$ cat src/sv/trs_pkg.sv
`timescale 1ns / 1ps
// ----------------------------------------------------------------------------
// Tape request sequencer package
// Shared types, codes and constants of the tape request sequencer.
// ----------------------------------------------------------------------------
package trs_pkg;

    localparam int UNITS_DEF       = 8;
    localparam int QUEUE_DEPTH_DEF = 16;
    localparam int RETRY_LIMIT_DEF = 10;

    // Input operation codes.
    localparam logic [1:0] OP_OPEN     = 2'd0;
    localparam logic [1:0] OP_POSITION = 2'd1;
    localparam logic [1:0] OP_REQUEST  = 2'd2;
    localparam logic [1:0] OP_COMPLETE = 2'd3;

    // Result kinds.
    localparam logic [1:0] KIND_CMD     = 2'd0;
    localparam logic [1:0] KIND_OK      = 2'd1;
    localparam logic [1:0] KIND_ERROR   = 2'd2;
    localparam logic [1:0] KIND_CLEARED = 2'd3;

    // Drive function codes.
    localparam logic [2:0] FN_NONE   = 3'd0;
    localparam logic [2:0] FN_READ   = 3'd1;
    localparam logic [2:0] FN_WRITE  = 3'd2;
    localparam logic [2:0] FN_SPFWD  = 3'd4;
    localparam logic [2:0] FN_SPREV  = 3'd5;
    localparam logic [2:0] FN_WRGAP  = 3'd6;
    localparam logic [2:0] FN_REWIND = 3'd7;

    localparam logic [15:0] LIMIT_MAX = 16'hFFFF;

    // Drive phase of the request at the head of the queue.
    typedef enum logic [1:0] {
        PH_IDLE = 2'd0,
        PH_SEEK = 2'd1,
        PH_IO   = 2'd2
    } t_phase;

    // Controller states.
    typedef enum logic [2:0] {
        ST_IDLE,
        ST_DECIDE,
        ST_READ,
        ST_START,
        ST_EMIT,
        ST_END
    } t_state;

    // Datapath commands issued by the controller.
    typedef enum logic [2:0] {
        CMD_NONE,
        CMD_EXEC,
        CMD_READ_HEAD,
        CMD_START,
        CMD_PUT_END
    } t_cmd_op;

    typedef struct packed {
        t_cmd_op op;
    } t_cmd;

    // Status reported by the datapath.
    typedef struct packed {
        logic want_start;
        logic exec_emit;
        logic queue_empty;
        logic start_done;
        logic out_full;
    } t_status;

    // One queued request.
    typedef struct packed {
        logic [2:0]  unit;
        logic [15:0] block;
        logic        is_read;
        logic        is_raw;
        logic [7:0]  tag;
        logic [15:0] wcount;
        logic [17:0] addr;
    } t_entry;

    // One result word.
    typedef struct packed {
        logic [1:0]  kind;
        logic [7:0]  tag;
        logic [2:0]  unit;
        logic [2:0]  func;
        logic [15:0] count;
        logic [17:0] addr;
        logic [15:0] resid;
        logic        last;
    } t_result;

    function automatic logic [15:0] limit_after(input logic [15:0] b);
        limit_after = (b == LIMIT_MAX) ? LIMIT_MAX : b + 16'd1;
    endfunction

endpackage

$ cat src/sv/tape_request_sequencer.sv
`timescale 1ns / 1ps
// ----------------------------------------------------------------------------
// Tape request sequencer
// Queues block requests for several tape units and issues drive commands.
// ----------------------------------------------------------------------------
// Usage: input words (open, set position, queue request, drive completion)
// arrive on the i_in_valid / o_in_ready channel; result words leave on
// o_out_valid / i_out_ready, the final one of each input word with o_last.
// One word is processed at a time. A word is executed; then, when a start is
// wanted, the start loop at the head of the queue reads the request memory
// once per entry it visits, until a request starts or the queue is empty;
// finally the last result is marked. Results are held one word back so that
// the last result can be marked; a stalled receiver holds the block in its
// current step until the output register frees. Reset returns the unit
// tables to their open state, empties the queue and returns to idle.
// ----------------------------------------------------------------------------
module tape_request_sequencer #(
    parameter int UNITS       = trs_pkg::UNITS_DEF,
    parameter int QUEUE_DEPTH = trs_pkg::QUEUE_DEPTH_DEF,
    parameter int RETRY_LIMIT = trs_pkg::RETRY_LIMIT_DEF
) (
    input  logic        i_clk,
    input  logic        i_rst_n,
    input  logic        i_in_valid,
    output logic        o_in_ready,
    input  logic [1:0]  i_operation,
    input  logic [2:0]  i_unit,
    input  logic [15:0] i_block,
    input  logic        i_is_read,
    input  logic        i_is_raw,
    input  logic [7:0]  i_tag,
    input  logic [15:0] i_word_count,
    input  logic [17:0] i_memory_address,
    input  logic [2:0]  i_drive_status,
    input  logic [15:0] i_residual_count,
    input  logic        i_ready_req,
    output logic        o_out_valid,
    input  logic        i_out_ready,
    output logic [1:0]  o_kind,
    output logic [7:0]  o_tag_res,
    output logic [2:0]  o_unit_res,
    output logic [2:0]  o_function_res,
    output logic [15:0] o_tape_count,
    output logic [17:0] o_transfer_address,
    output logic [15:0] o_residual,
    output logic        o_last
);

    trs_pkg::t_cmd    cmd;
    trs_pkg::t_status status;
    trs_pkg::t_result result;

    trs_ctrl u_ctrl (
        .i_clk      (i_clk),
        .i_rst_n    (i_rst_n),
        .i_in_valid (i_in_valid),
        .o_in_ready (o_in_ready),
        .i_status   (status),
        .o_cmd      (cmd)
    );

    trs_dpath #(
        .UNITS       (UNITS),
        .QUEUE_DEPTH (QUEUE_DEPTH),
        .RETRY_LIMIT (RETRY_LIMIT)
    ) u_dpath (
        .i_clk            (i_clk),
        .i_rst_n          (i_rst_n),
        .i_in_take        (i_in_valid && o_in_ready),
        .i_operation      (i_operation),
        .i_unit           (i_unit),
        .i_block          (i_block),
        .i_is_read        (i_is_read),
        .i_is_raw         (i_is_raw),
        .i_tag            (i_tag),
        .i_word_count     (i_word_count),
        .i_memory_address (i_memory_address),
        .i_drive_status   (i_drive_status),
        .i_residual_count (i_residual_count),
        .i_ready_req      (i_ready_req),
        .i_cmd            (cmd),
        .o_status         (status),
        .o_out_valid      (o_out_valid),
        .i_out_ready      (i_out_ready),
        .o_result         (result)
    );

    assign o_kind             = result.kind;
    assign o_tag_res          = result.tag;
    assign o_unit_res         = result.unit;
    assign o_function_res     = result.func;
    assign o_tape_count       = result.count;
    assign o_transfer_address = result.addr;
    assign o_residual         = result.resid;
    assign o_last             = result.last;

endmodule

$ cat src/sv/trs_ctrl.sv
`timescale 1ns / 1ps
// ----------------------------------------------------------------------------
// Tape request sequencer controller
// Steps each accepted word through execution and the start loop at the
// head of the queue, issuing commands to the datapath.
// ----------------------------------------------------------------------------
module trs_ctrl (
    input  logic              i_clk,
    input  logic              i_rst_n,
    input  logic              i_in_valid,
    output logic              o_in_ready,
    input  trs_pkg::t_status  i_status,
    output trs_pkg::t_cmd     o_cmd
);

    trs_pkg::t_state r_state, n_state;

    // Next state.
    always_comb begin
        n_state = r_state;
        unique case (r_state)
            trs_pkg::ST_IDLE: begin
                if (i_in_valid) n_state = trs_pkg::ST_DECIDE;
            end
            trs_pkg::ST_DECIDE: begin
                if (i_status.out_full) n_state = trs_pkg::ST_DECIDE;
                else if (i_status.want_start) n_state = trs_pkg::ST_READ;
                else n_state = trs_pkg::ST_END;
            end
            trs_pkg::ST_READ: begin
                if (i_status.queue_empty) n_state = trs_pkg::ST_END;
                else n_state = trs_pkg::ST_START;
            end
            trs_pkg::ST_START: begin
                if (i_status.out_full) n_state = trs_pkg::ST_START;
                else if (i_status.start_done) n_state = trs_pkg::ST_END;
                else n_state = trs_pkg::ST_READ;
            end
            trs_pkg::ST_END: begin
                if (!i_status.out_full) n_state = trs_pkg::ST_IDLE;
            end
            default: n_state = trs_pkg::ST_IDLE;
        endcase
    end

    // Outputs.
    always_comb begin
        o_cmd.op   = trs_pkg::CMD_NONE;
        o_in_ready = 1'b0;
        unique case (r_state)
            trs_pkg::ST_IDLE: o_in_ready = 1'b1;
            trs_pkg::ST_DECIDE: begin
                if (!i_status.out_full) o_cmd.op = trs_pkg::CMD_EXEC;
            end
            trs_pkg::ST_READ: begin
                if (!i_status.queue_empty) o_cmd.op = trs_pkg::CMD_READ_HEAD;
            end
            trs_pkg::ST_START: begin
                if (!i_status.out_full) o_cmd.op = trs_pkg::CMD_START;
            end
            trs_pkg::ST_END: begin
                if (!i_status.out_full) o_cmd.op = trs_pkg::CMD_PUT_END;
            end
            default: o_cmd.op = trs_pkg::CMD_NONE;
        endcase
    end

    always_ff @(posedge i_clk) begin
        if (!i_rst_n) r_state <= trs_pkg::ST_IDLE;
        else          r_state <= n_state;
    end

endmodule

$ cat src/sv/trs_dpath.sv
`timescale 1ns / 1ps
// ----------------------------------------------------------------------------
// Tape request sequencer datapath
// Unit tables, request queue, retry counter and the result register.
// Results are held back one word so that the last one can be marked.
// ----------------------------------------------------------------------------
module trs_dpath #(
    parameter int UNITS       = trs_pkg::UNITS_DEF,
    parameter int QUEUE_DEPTH = trs_pkg::QUEUE_DEPTH_DEF,
    parameter int RETRY_LIMIT = trs_pkg::RETRY_LIMIT_DEF
) (
    input  logic              i_clk,
    input  logic              i_rst_n,
    input  logic              i_in_take,
    input  logic [1:0]        i_operation,
    input  logic [2:0]        i_unit,
    input  logic [15:0]       i_block,
    input  logic              i_is_read,
    input  logic              i_is_raw,
    input  logic [7:0]        i_tag,
    input  logic [15:0]       i_word_count,
    input  logic [17:0]       i_memory_address,
    input  logic [2:0]        i_drive_status,
    input  logic [15:0]       i_residual_count,
    input  logic              i_ready_req,
    input  trs_pkg::t_cmd     i_cmd,
    output trs_pkg::t_status  o_status,
    output logic              o_out_valid,
    input  logic              i_out_ready,
    output trs_pkg::t_result  o_result
);

    localparam int QW = (QUEUE_DEPTH > 1) ? $clog2(QUEUE_DEPTH) : 1;
    localparam int FW = $clog2(QUEUE_DEPTH + 1);
    localparam int UW = (UNITS > 1) ? $clog2(UNITS) : 1;
    localparam logic [FW-1:0] FULL = FW'(QUEUE_DEPTH);
    localparam logic [3:0] RLIM = 4'(RETRY_LIMIT);

    // Unit tables.
    logic [15:0] r_pos   [UNITS];
    logic [15:0] r_limit [UNITS];
    logic [UNITS-1:0] r_offline;

    // Request queue.
    trs_pkg::t_entry r_mem [QUEUE_DEPTH];
    trs_pkg::t_entry r_head;
    logic [QW-1:0] r_qhead, r_qtail;
    logic [FW-1:0] r_fill;
    trs_pkg::t_phase r_phase;
    logic [3:0] r_retry;

    // Latched input word.
    logic [1:0]  r_op;
    logic [2:0]  r_unit;
    logic [15:0] r_block;
    logic        r_is_read, r_is_raw, r_ready;
    logic [7:0]  r_tag;
    logic [15:0] r_wcount;
    logic [17:0] r_addr;
    logic [2:0]  r_dstat;
    logic [15:0] r_resid;

    // Pending result and output register.
    trs_pkg::t_result r_pend;
    logic r_pend_v;
    trs_pkg::t_result r_out;
    logic r_out_v;

    // Execution decode.
    logic        unit_ok;
    logic [UW-1:0] uix;
    logic [15:0] lim_u;
    logic        req_fail, req_clear, enq;
    logic [UW-1:0] hix;
    logic [15:0] hpos;
    logic        soft_err, retry_again;
    logic [3:0]  retry_inc;
    logic        cmpl_act, cmpl_done, start_drop;

    assign unit_ok = ({1'b0, r_unit} < 4'(UNITS));
    assign uix     = UW'(r_unit);
    assign lim_u   = r_limit[uix];
    assign req_fail  = !unit_ok || (r_fill >= FULL) || (lim_u < r_block);
    assign req_clear = (lim_u == r_block) && r_is_read;
    assign enq = (i_cmd.op == trs_pkg::CMD_EXEC) && (r_op == trs_pkg::OP_REQUEST)
                 && !req_fail && !req_clear;
    // Queued units are always in range, so the head unit indexes directly.
    assign hix  = UW'(r_head.unit);
    assign hpos = r_pos[hix];
    assign soft_err = r_dstat[0] && (r_dstat[2:1] == 2'b00)
                      && (r_phase == trs_pkg::PH_IO);
    assign retry_inc   = (r_retry == 4'hF) ? r_retry : r_retry + 4'd1;
    assign retry_again = soft_err && (retry_inc < RLIM);
    assign cmpl_act    = (r_phase != trs_pkg::PH_IDLE) && (r_fill != '0);
    assign cmpl_done   = cmpl_act && !retry_again
                         && (r_dstat[0] || r_phase == trs_pkg::PH_IO);
    assign start_drop  = r_offline[hix] || !r_ready;

    // A new result may be pushed only if the pending slot can move on.
    logic slot_free;
    assign slot_free = !r_pend_v || !r_out_v || i_out_ready;

    assign o_status.out_full    = !slot_free;
    assign o_status.want_start  =
        ((r_op == trs_pkg::OP_REQUEST) && !req_fail && !req_clear
         && (r_phase == trs_pkg::PH_IDLE))
        || ((r_op == trs_pkg::OP_COMPLETE) && cmpl_act);
    assign o_status.queue_empty = (r_fill == '0);
    assign o_status.exec_emit   = 1'b0;
    assign o_status.start_done  = !start_drop;

    assign o_out_valid = r_out_v;
    assign o_result    = r_out;

    trs_pkg::t_result push;
    logic push_v;
    logic mark_last;
    trs_pkg::t_result pend_fin;

    // Result word produced by the current command.
    always_comb begin
        push      = '0;
        push_v    = 1'b0;
        mark_last = 1'b0;
        unique case (i_cmd.op)
            trs_pkg::CMD_EXEC: begin
                if (r_op == trs_pkg::OP_REQUEST && (req_fail || req_clear)) begin
                    push_v    = 1'b1;
                    push.kind = req_fail ? trs_pkg::KIND_ERROR : trs_pkg::KIND_CLEARED;
                    push.tag  = r_tag;
                    push.unit = r_unit;
                end else if (r_op == trs_pkg::OP_COMPLETE && cmpl_done) begin
                    push_v     = 1'b1;
                    push.kind  = r_dstat[0] ? trs_pkg::KIND_ERROR : trs_pkg::KIND_OK;
                    push.tag   = r_head.tag;
                    push.unit  = r_head.unit;
                    push.resid = r_resid;
                end
            end
            trs_pkg::CMD_START: begin
                push_v    = 1'b1;
                push.tag  = r_head.tag;
                push.unit = r_head.unit;
                if (start_drop) begin
                    push.kind = trs_pkg::KIND_ERROR;
                end else if (hpos != r_head.block) begin
                    push.kind = trs_pkg::KIND_CMD;
                    if (hpos < r_head.block) begin
                        push.func  = trs_pkg::FN_SPFWD;
                        push.count = hpos - r_head.block;
                    end else if (r_head.block == '0) begin
                        push.func  = trs_pkg::FN_REWIND;
                    end else begin
                        push.func  = trs_pkg::FN_SPREV;
                        push.count = r_head.block - hpos;
                    end
                end else begin
                    push.kind  = trs_pkg::KIND_CMD;
                    push.func  = r_head.is_read ? trs_pkg::FN_READ
                               : (r_retry != '0 ? trs_pkg::FN_WRGAP : trs_pkg::FN_WRITE);
                    push.count = {r_head.wcount[14:0], 1'b0};
                    push.addr  = r_head.addr;
                end
            end
            trs_pkg::CMD_PUT_END: mark_last = 1'b1;
            default: ;
        endcase
    end

    // Pending word with its last mark set.
    always_comb begin
        pend_fin      = r_pend;
        pend_fin.last = 1'b1;
    end

    // Input word latch.
    always_ff @(posedge i_clk) begin
        if (i_in_take) begin
            r_op <= i_operation; r_unit <= i_unit; r_block <= i_block;
            r_is_read <= i_is_read; r_is_raw <= i_is_raw; r_tag <= i_tag;
            r_wcount <= i_word_count; r_addr <= i_memory_address;
            r_dstat <= i_drive_status; r_resid <= i_residual_count;
            r_ready <= i_ready_req;
        end
    end

    // Request memory: write at the tail, registered read of the head.
    always_ff @(posedge i_clk) begin
        if (i_rst_n && enq) begin
            r_mem[r_qtail] <= '{unit: r_unit, block: r_block,
                is_read: r_is_read, is_raw: r_is_raw, tag: r_tag,
                wcount: r_wcount, addr: r_addr};
        end
        if (i_cmd.op == trs_pkg::CMD_READ_HEAD) r_head <= r_mem[r_qhead];
    end

    // Main sequencing.
    always_ff @(posedge i_clk) begin
        if (!i_rst_n) begin
            for (int i = 0; i < UNITS; i++) begin
                r_pos[i]   <= '0;
                r_limit[i] <= trs_pkg::LIMIT_MAX;
            end
            r_offline    <= '0;
            r_qhead      <= '0;
            r_qtail      <= '0;
            r_fill       <= '0;
            r_phase      <= trs_pkg::PH_IDLE;
            r_retry      <= '0;
            r_pend_v     <= 1'b0;
            r_out_v      <= 1'b0;
        end else begin
            unique case (i_cmd.op)
                trs_pkg::CMD_EXEC: begin
                    unique case (r_op)
                        trs_pkg::OP_OPEN: begin
                            if (unit_ok) begin
                                r_offline[uix] <= 1'b0;
                                r_pos[uix]     <= '0;
                                r_limit[uix]   <= trs_pkg::LIMIT_MAX;
                            end
                        end
                        trs_pkg::OP_POSITION: begin
                            if (unit_ok) begin
                                r_pos[uix]   <= r_block;
                                r_limit[uix] <= trs_pkg::limit_after(r_block);
                            end
                        end
                        trs_pkg::OP_REQUEST: begin
                            if (!req_fail && !req_clear) begin
                                if (!r_is_read)
                                    r_limit[uix] <= trs_pkg::limit_after(r_block);
                                r_qtail <= (r_qtail == QW'(QUEUE_DEPTH - 1)) ? '0
                                           : r_qtail + 1'b1;
                                r_fill  <= r_fill + 1'b1;
                            end
                        end
                        trs_pkg::OP_COMPLETE: begin
                            if (cmpl_act) begin
                                if (retry_again) begin
                                    r_retry <= retry_inc;
                                    r_pos[hix] <= hpos + 16'd1;
                                    r_phase <= trs_pkg::PH_IDLE;
                                end else if (cmpl_done) begin
                                    if (r_dstat[0] && !soft_err && !r_head.is_raw
                                        && !r_dstat[2])
                                        r_offline[hix] <= 1'b1;
                                    r_retry <= '0;
                                    r_pos[hix] <= hpos + 16'd1;
                                    r_qhead <= (r_qhead == QW'(QUEUE_DEPTH - 1)) ? '0
                                               : r_qhead + 1'b1;
                                    r_fill  <= r_fill - 1'b1;
                                    r_phase <= trs_pkg::PH_IDLE;
                                end else begin
                                    r_pos[hix] <= r_head.block;
                                    r_phase <= trs_pkg::PH_IDLE;
                                end
                            end
                        end
                        default: ;
                    endcase
                end
                trs_pkg::CMD_START: begin
                    if (start_drop) begin
                        r_qhead <= (r_qhead == QW'(QUEUE_DEPTH - 1)) ? '0
                                   : r_qhead + 1'b1;
                        r_fill  <= r_fill - 1'b1;
                    end else if (hpos != r_head.block) begin
                        r_phase <= trs_pkg::PH_SEEK;
                    end else begin
                        r_phase <= trs_pkg::PH_IO;
                    end
                end
                default: ;
            endcase

            // Result staging: pending word moves to the output when a new one
            // arrives or at the end of the input word, marked last then.
            if (push_v) begin
                r_pend   <= push;
                r_pend_v <= 1'b1;
            end else if (mark_last && r_pend_v) begin
                r_pend_v <= 1'b0;
            end
            if (push_v && r_pend_v) begin
                r_out   <= r_pend;
                r_out_v <= 1'b1;
            end else if (mark_last && r_pend_v) begin
                r_out   <= pend_fin;
                r_out_v <= 1'b1;
            end else if (r_out_v && i_out_ready) begin
                r_out_v <= 1'b0;
            end
        end
    end

    // Queue fill never exceeds its depth.
    a_fill_bound: assert property (@(posedge i_clk) disable iff (!i_rst_n)
        r_fill <= FULL) else $error("queue overfilled");
    // A busy drive phase implies a queued request.
    a_phase_fill: assert property (@(posedge i_clk) disable iff (!i_rst_n)
        (r_phase != trs_pkg::PH_IDLE) |-> (r_fill != '0)) else $error("phase without entry");
    // Output word held while stalled.
    a_out_hold: assert property (@(posedge i_clk) disable iff (!i_rst_n)
        (r_out_v && !i_out_ready) |=> (r_out_v && $stable(r_out)))
        else $error("output changed under stall");

endmodule
$ cat config.mk
export PLATFORM = sky130hd
export DESIGN_NAME = tape_request_sequencer
export DESIGN_NICKNAME = d
export VERILOG_FILES = /design/src/sv/trs_pkg.sv /design/src/sv/tape_request_sequencer.sv /design/src/sv/trs_ctrl.sv /design/src/sv/trs_dpath.sv
export SDC_FILE = /design/constraint.sdc
export NUM_CORES = 2
export LEC_CHECK = 0
export BUFFER_PORTS_ARGS = -buffer_cell sky130_fd_sc_hd__buf_2
export CAP_MARGIN = 20
export CORE_UTILIZATION = 29
export CTS_CLUSTER_DIAMETER = 120
export DETAILED_ROUTE_END_ITERATION = 16
export PLACE_DENSITY = 0.49
export SYNTH_ARGS = -nofsm -noshare
export SYNTH_HDL_FRONTEND = slang
export SYNTH_SLANG_ARGS = --single-unit
$ cat constraint.sdc
create_clock -name i_clk -period 9.3 [get_ports i_clk]
set_input_delay 0.93 -clock i_clk [delete_from_list [all_inputs] [get_ports i_clk]]
set_output_delay 0.93 -clock i_clk [all_outputs]
set_load 0.01 [all_outputs]
# == Word-level counts from Yosys, hierarchy flattened ==
# Memory sizes are Yosys's and may differ from the RTL's. A register that Yosys moved wholly into a read port is not among the register bits.
# Cells that the tools add are included.
# Widths: inputs -> output; s select.
# classes
add_sub_neg,9
magnitude_cmp,8
eq_ne,35
muxes,124
bitwise_logic,12
n_reduce_logical,74
# ops
cell,count
$mux 16,10
$mux 67,2
$mux 1,54
$reduce_or 16->1,3
$mux 3,14
$mux 4,10
$mux 19,2
$add 16x1->16 const B,2
$lt 16x16->1,2
$mux 8,4
$sub 16x16->16,2
$logic_and 1x1->1,27
$mux 13,2
$pmux 13 s2,1
$mux 5,5
$pmux 5 s2,2
$mux 2,9
$eq 16x16->1,1
$eq 16x16->1 const B,1
$logic_not 16->1,1
$ne 16x16->1,1
$pmux 8 s2,1
$pmux 3 s5,1
$add 4x1->4 const B,3
other kinds (43),102
# word_totals
regBits,250
ramBits,1264
elab_cells,301
mem_count,3
# memory_table
memory,depth,word_bits,rd,rd_clocked_by_memory_dff,write_ports,line_no,text
u_dpath.r_mem,16,63,1,1,1,trs_dpath.sv:45,trs_pkg::t_entry r_mem [QUEUE_DEPTH];
u_dpath.r_limit,8,16,1,1,8,trs_dpath.sv:41,logic [15:0] r_limit [UNITS];
u_dpath.r_pos,8,16,1,0,8,trs_dpath.sv:40,logic [15:0] r_pos [UNITS];

# == Longest topological paths before layout ==
# logic_depth
word_depth,18
mapped_depth,21
depth_no_buf,14

# == By module ==
# From an unflattened synthesis, not the netlist that was laid out.
# unflattened
cells_unflattened,3257
hier_area_um2,62457.4
# by_module_without_submodules
mod,instances,cells_per_inst,area_per_inst_um2,seq_area_each_um2
trs_dpath,1,3224,62179.6,46494.6
trs_ctrl,1,32,271.5,60.1
tape_request_sequencer,1,1,6.3,0.0

# == Worst setup path after synthesis ==
# OpenSTA, ideal clock, no wires.
# synth_timing
path_kind,register to register
startpoint,register with a tool-made name
endpoint,"register u_dpath.r_out, in the netlist u_dpath.o_result[0], enable pin"
setup_time_ps,514
t_arrival_ps,6610
required_ps,8786
slack_ps,2175
path_stages_with_launch,13
synth_period_minus_slack_ps,7125
path_cell_list,dfxtp_1 -> clkbuf_1 -> buf_1 -> mux4_2 -> mux2_2 -> ha_1 -> nand4_1 -> nor4_1 -> a31o_2 -> a41oi_2 -> nor2_1 -> nor3_1 -> a21oi_1
# synth_lines
item,line_no,text
"end signal, assigned",trs_dpath.sv:286,r_out <= r_pend;
"end signal, assigned",trs_dpath.sv:289,r_out <= pend_fin;
"end, declared",trs_dpath.sv:66,trs_pkg::t_result r_out;

==> impl_table.tex <==
\begin{tabular}{lr}
\hline
Metric & Value \\
\hline
\multicolumn{2}{l}{\textbf{Run status}} \\
Outcome & finished, final reports clean \\
\multicolumn{2}{l}{\textbf{Global routing}} \\
Number of antenna violations at the first check in global routing & 26 \\
Global route overflow & 0 \\
Largest net degree at the start of global routing & 132 \\
Via count of the first global-routing pass & 32,542 \\
Total routing usage reported by global routing & 15.1\% \\
First-pass GRT wire length & 238,000 µm \\
\multicolumn{2}{l}{\textbf{STA}} \\
Sum of negative setup slack & 0 ns \\
RSZ-0062 raised after global routing & false \\
Minimum clock period after layout & 6.94 ns \\
Final clock skew & 0.0434 ns \\
Headroom to the max-slew limit & 18.4\% \\
Pins over their slew limit & 0 \\
Slew of the pin with the lowest slew margin & 1.22 ns \\
Finish-stage setup viols & 0 \\
Final clock period utilization by the worst path & 74.6\% \\
Achievable frequency & 0.144 GHz \\
Hold Worst Slack & 0.277 ns \\
Hold Fails Final Rpt & 0 \\
\multicolumn{2}{l}{\textbf{Clock tree}} \\
Number of gates resized after cts & 0 \\
Cts hold-fix bufs & 0 \\
Register clock-pin slew on the reported worst setup and hold paths & 0.06 ns \\
TritonCTS Buffers & 172 \\
Cell chosen for the clock root & sky130\_fd\_sc\_hd\_\_clkbuf\_16 \\
H-tree depth reported by CTS & 4 \\
CTS tree & built \\
TritonCTS sink count & 1,562 \\
Worst skew pair latency & 0.83 ns \\
Deepest clock path buffer count & 3 \\
Total setup buffers inserted after CTS & 0 \\
\multicolumn{2}{l}{\textbf{Final layout}} \\
Fillers & 20,285 \\
Area of the multi-input gates & 0.0154 mm² \\
Final-stage net count & 3,727 \\
Seq. cell area & 0.0466 mm² \\
Area added between synthesis and finish & 15.8\% \\
Fraction of layout instances using a drive strength above 1 & 24.8\% \\
\multicolumn{2}{l}{\textbf{Die}} \\
Total Die Area & 0.219 mm² \\
Core Box Area & 0.215 mm² \\
Horiz. Die Dim & 467 µm \\
Vertical extent of the die & 467 µm \\
Starting density of the core & 29.2\% \\
Number of top-level pins & 158 \\
Cell Rows & 170 \\
\multicolumn{2}{l}{\textbf{Logic synthesis}} \\
Prevailing post-synth register cell & sky130\_fd\_sc\_hd\_\_edfxtp\_1 \\
Mean post-synth cell area & 18.9 µm² \\
Number of enable flip-flop cells after synthesis & 1,527 \\
Share of cell area taken by muxes after synthesis & 13.9\% \\
Combinational family with the most area after synthesis & multiplexers \\
Synth warn & 0 \\
Number of register bits inferred by synthesis & 1,562 \\
Adder and majority gate portion of the synthesized area & 1.32\% \\
Async set-or-reset flop fraction in the synthesized netlist & 0\% \\
Cell area after synthesis & 0.0628 mm² \\
Xor/xnor share of the synthesized area & 0.404\% \\
Sequential area share after synthesis & 74.1\% \\
Post-Syn Nets & 3,478 \\
Number of instances in the synthesized netlist & 3,324 \\
Compound-gate portion of the synthesized area & 3.18\% \\
Netlist cell types & 99 \\
Post-Synth Simple-Gate Area & 5.50\% \\
\multicolumn{2}{l}{\textbf{Placement}} \\
Count of port buffers added during placement & 156 \\
DP Wirelength & 95,600 µm \\
RePlAce Congestion & 0.812 \\
\multicolumn{2}{l}{\textbf{Setup path}} \\
Nature of the critical path startpoint & register \\
Critical path data required time & 9.76 ns \\
Reg2reg end & u\_dpath.r\_mem[1][58] \\
Worst endpoint data arrival time & 7.40 ns \\
Worst Reg-to-Reg Cells & 13 \\
Critical path capture point type & register \\
CP Capture Point & u\_dpath.r\_mem[1][58] \\
Largest fanout on the critical path & 45 \\
Setup slack of the most critical reg-to-reg path & 2.36 ns \\
Crit Path Class & reg -> reg \\
\multicolumn{2}{l}{\textbf{Route}} \\
Count of vias placed by the detailed router & 31,818 \\
Final ANT Viol Nets & 0 \\
Via density & 4.86 \\
Violation count after the first detailed-route iteration & 2,964 \\
First-pass detailed-route iteration total & 6 \\
Drt drc & 0 \\
Routed length per instance & 25.3 µm \\
Total wire length after detailed routing & 166,000 µm \\
\multicolumn{2}{l}{\textbf{Power and ir drop}} \\
Maximum resistive drop on vdd & 203 µV \\
Power density over the cells & 207 mW/mm² \\
Leakage & 22.4 nW \\
Tot Pwr & 15.0 mW \\
\multicolumn{2}{l}{\textbf{Run}} \\
Number of violations of the max-capacitance limit & 0 \\
\multicolumn{2}{l}{\textbf{Worst hold path}} \\
Worst min-delay path class & in -> reg \\
\hline
\end{tabular}
-- critical path, stage by stage (launching register included) --
cell and delay, ns:
sky130_fd_sc_hd__dfxtp_2 0.71, sky130_fd_sc_hd__buf_4 0.49, sky130_fd_sc_hd__mux4_2 0.57, sky130_fd_sc_hd__mux2_2 0.30
sky130_fd_sc_hd__ha_1 0.32, sky130_fd_sc_hd__nand4_1 0.18, sky130_fd_sc_hd__nor4_1 0.71, sky130_fd_sc_hd__o21ai_0 0.33
sky130_fd_sc_hd__a31oi_1 0.38, sky130_fd_sc_hd__and3_1 0.40, sky130_fd_sc_hd__and2_1 0.32, sky130_fd_sc_hd__nor3b_1 0.47
sky130_fd_sc_hd__and2_4 0.84, sky130_fd_sc_hd__buf_4 0.50
-- stage by stage --
step           std cells  cell area [µm²]  util (%)  setup slack, ns
6_report            6551            72700      33.8             2.36
2_1_floorplan       3324            62800         -             2.18
4_1_cts             6547            72700      33.8             2.16
5_1_grt             6549            72700      33.8             1.76
3_3_place_gp        6235            67200      31.3             2.28
3_5_place_dp        6236            67200      31.3             2.16
-- flip-flops by register name, summed over array words and instances, names as in the netlist, 18 cells and up, named ones only --
name	flops
u_dpath.r_addr	18
u_dpath.r_mem	992
u_dpath.pend_fin	66
u_dpath.r_pos	128
u_dpath.r_limit	128
u_dpath.r_head	59
u_dpath.o_result	67
-- routing by layer --
metal / track usage (%) / wire length [µm]
met1: 21.7 / 77200
met2: 23.8 / 77200
met3: 2.52 / 7870
met4: 3.80 / 3290
met5: 0 / 24
-- worst min-delay path by stage --
stage	cells past startpoint	end	slack, ns	from
floorplan	0	u_dpath.o_result[10]	0.40	u_dpath.pend_fin[10]
global placement	0	u_dpath.o_result[33]	0.40	u_dpath.pend_fin[33]
detailed placement	0	u_dpath.o_result[21]	0.40	u_dpath.pend_fin[21]
CTS	1	u_dpath.r_addr[5]	0.20	i_memory_address[5]
global route	1	u_dpath.r_wcount[8]	0.22	i_word_count[8]
finish	1	u_dpath.r_addr[5]	0.28	i_memory_address[5]
-- layout by cell type, fill, tap and decap left out, types with 29 or more instances in the layout --
cell type,n
sky130_fd_sc_hd__nand3_1,52
sky130_fd_sc_hd__a21oi_1,72
sky130_fd_sc_hd__nand2_1,222
sky130_fd_sc_hd__buf_4,76
sky130_fd_sc_hd__clkbuf_1,48
sky130_fd_sc_hd__dfxtp_1,30
sky130_fd_sc_hd__nor2_1,205
sky130_fd_sc_hd__clkinv_2,29
sky130_fd_sc_hd__o21ai_0,47
sky130_fd_sc_hd__buf_2,156
sky130_fd_sc_hd__ha_1,63
sky130_fd_sc_hd__nor3_1,31
sky130_fd_sc_hd__mux4_2,348
sky130_fd_sc_hd__clkbuf_16,174
sky130_fd_sc_hd__and2_1,38
sky130_fd_sc_hd__edfxtp_1,1527
sky130_fd_sc_hd__inv_1,70
-- cell families (layout without fill, tap and decap cells) --
family / count (synthesis) / after routing
AOI/OAI and AO/OA: 289 / 289
xor gates and xnor gates: 29 / 29
adders and majority gates: 65 / 65
buffers and inverters: 236 / 622
DFF: 1562 / 1562
muxes: 414 / 414
other: 0 / 3
and+or+nand+nor: 729 / 729
-- synth_stat cells, drive strengths merged (29+ instances only) --
cell type,count,area (µm²)
a21oi,74,374
and2,49,308
and3,29,181
buf,44,308
clkbuf,121,458
dfxtp,35,701
edfxtp,1527,45900
ha,63,788
inv,71,267
mux2i,29,303
mux4,358,8100
nand2,222,833
nand3,53,270
nor2,222,836
nor3,32,160
o21ai,60,300
-- layout make-up --
cell class / count / share of cell area (%)
Antenna cell: 3 / 0.0103
Clock buffer: 226 / 6.31
Clock inverter: 85 / 1.20
Inverter: 71 / 0.366
Multi-Input combinational cell: 1526 / 21.1
Sequential cell: 1562 / 64.0
Tap cell: 2838 / 4.88
Timing Repair Buffer: 240 / 2.09
-- power breakdown --
group / leakage, nW / internal, mW / switching [mW] / total (mW)
Sequential: 14.1 / 7.86 / 0.133 / 7.99
Combinational: 5.67 / 0.137 / 0.309 / 0.446
Clock: 2.66 / 3.76 / 2.85 / 6.61
Power figures use the tool's default switching activity.
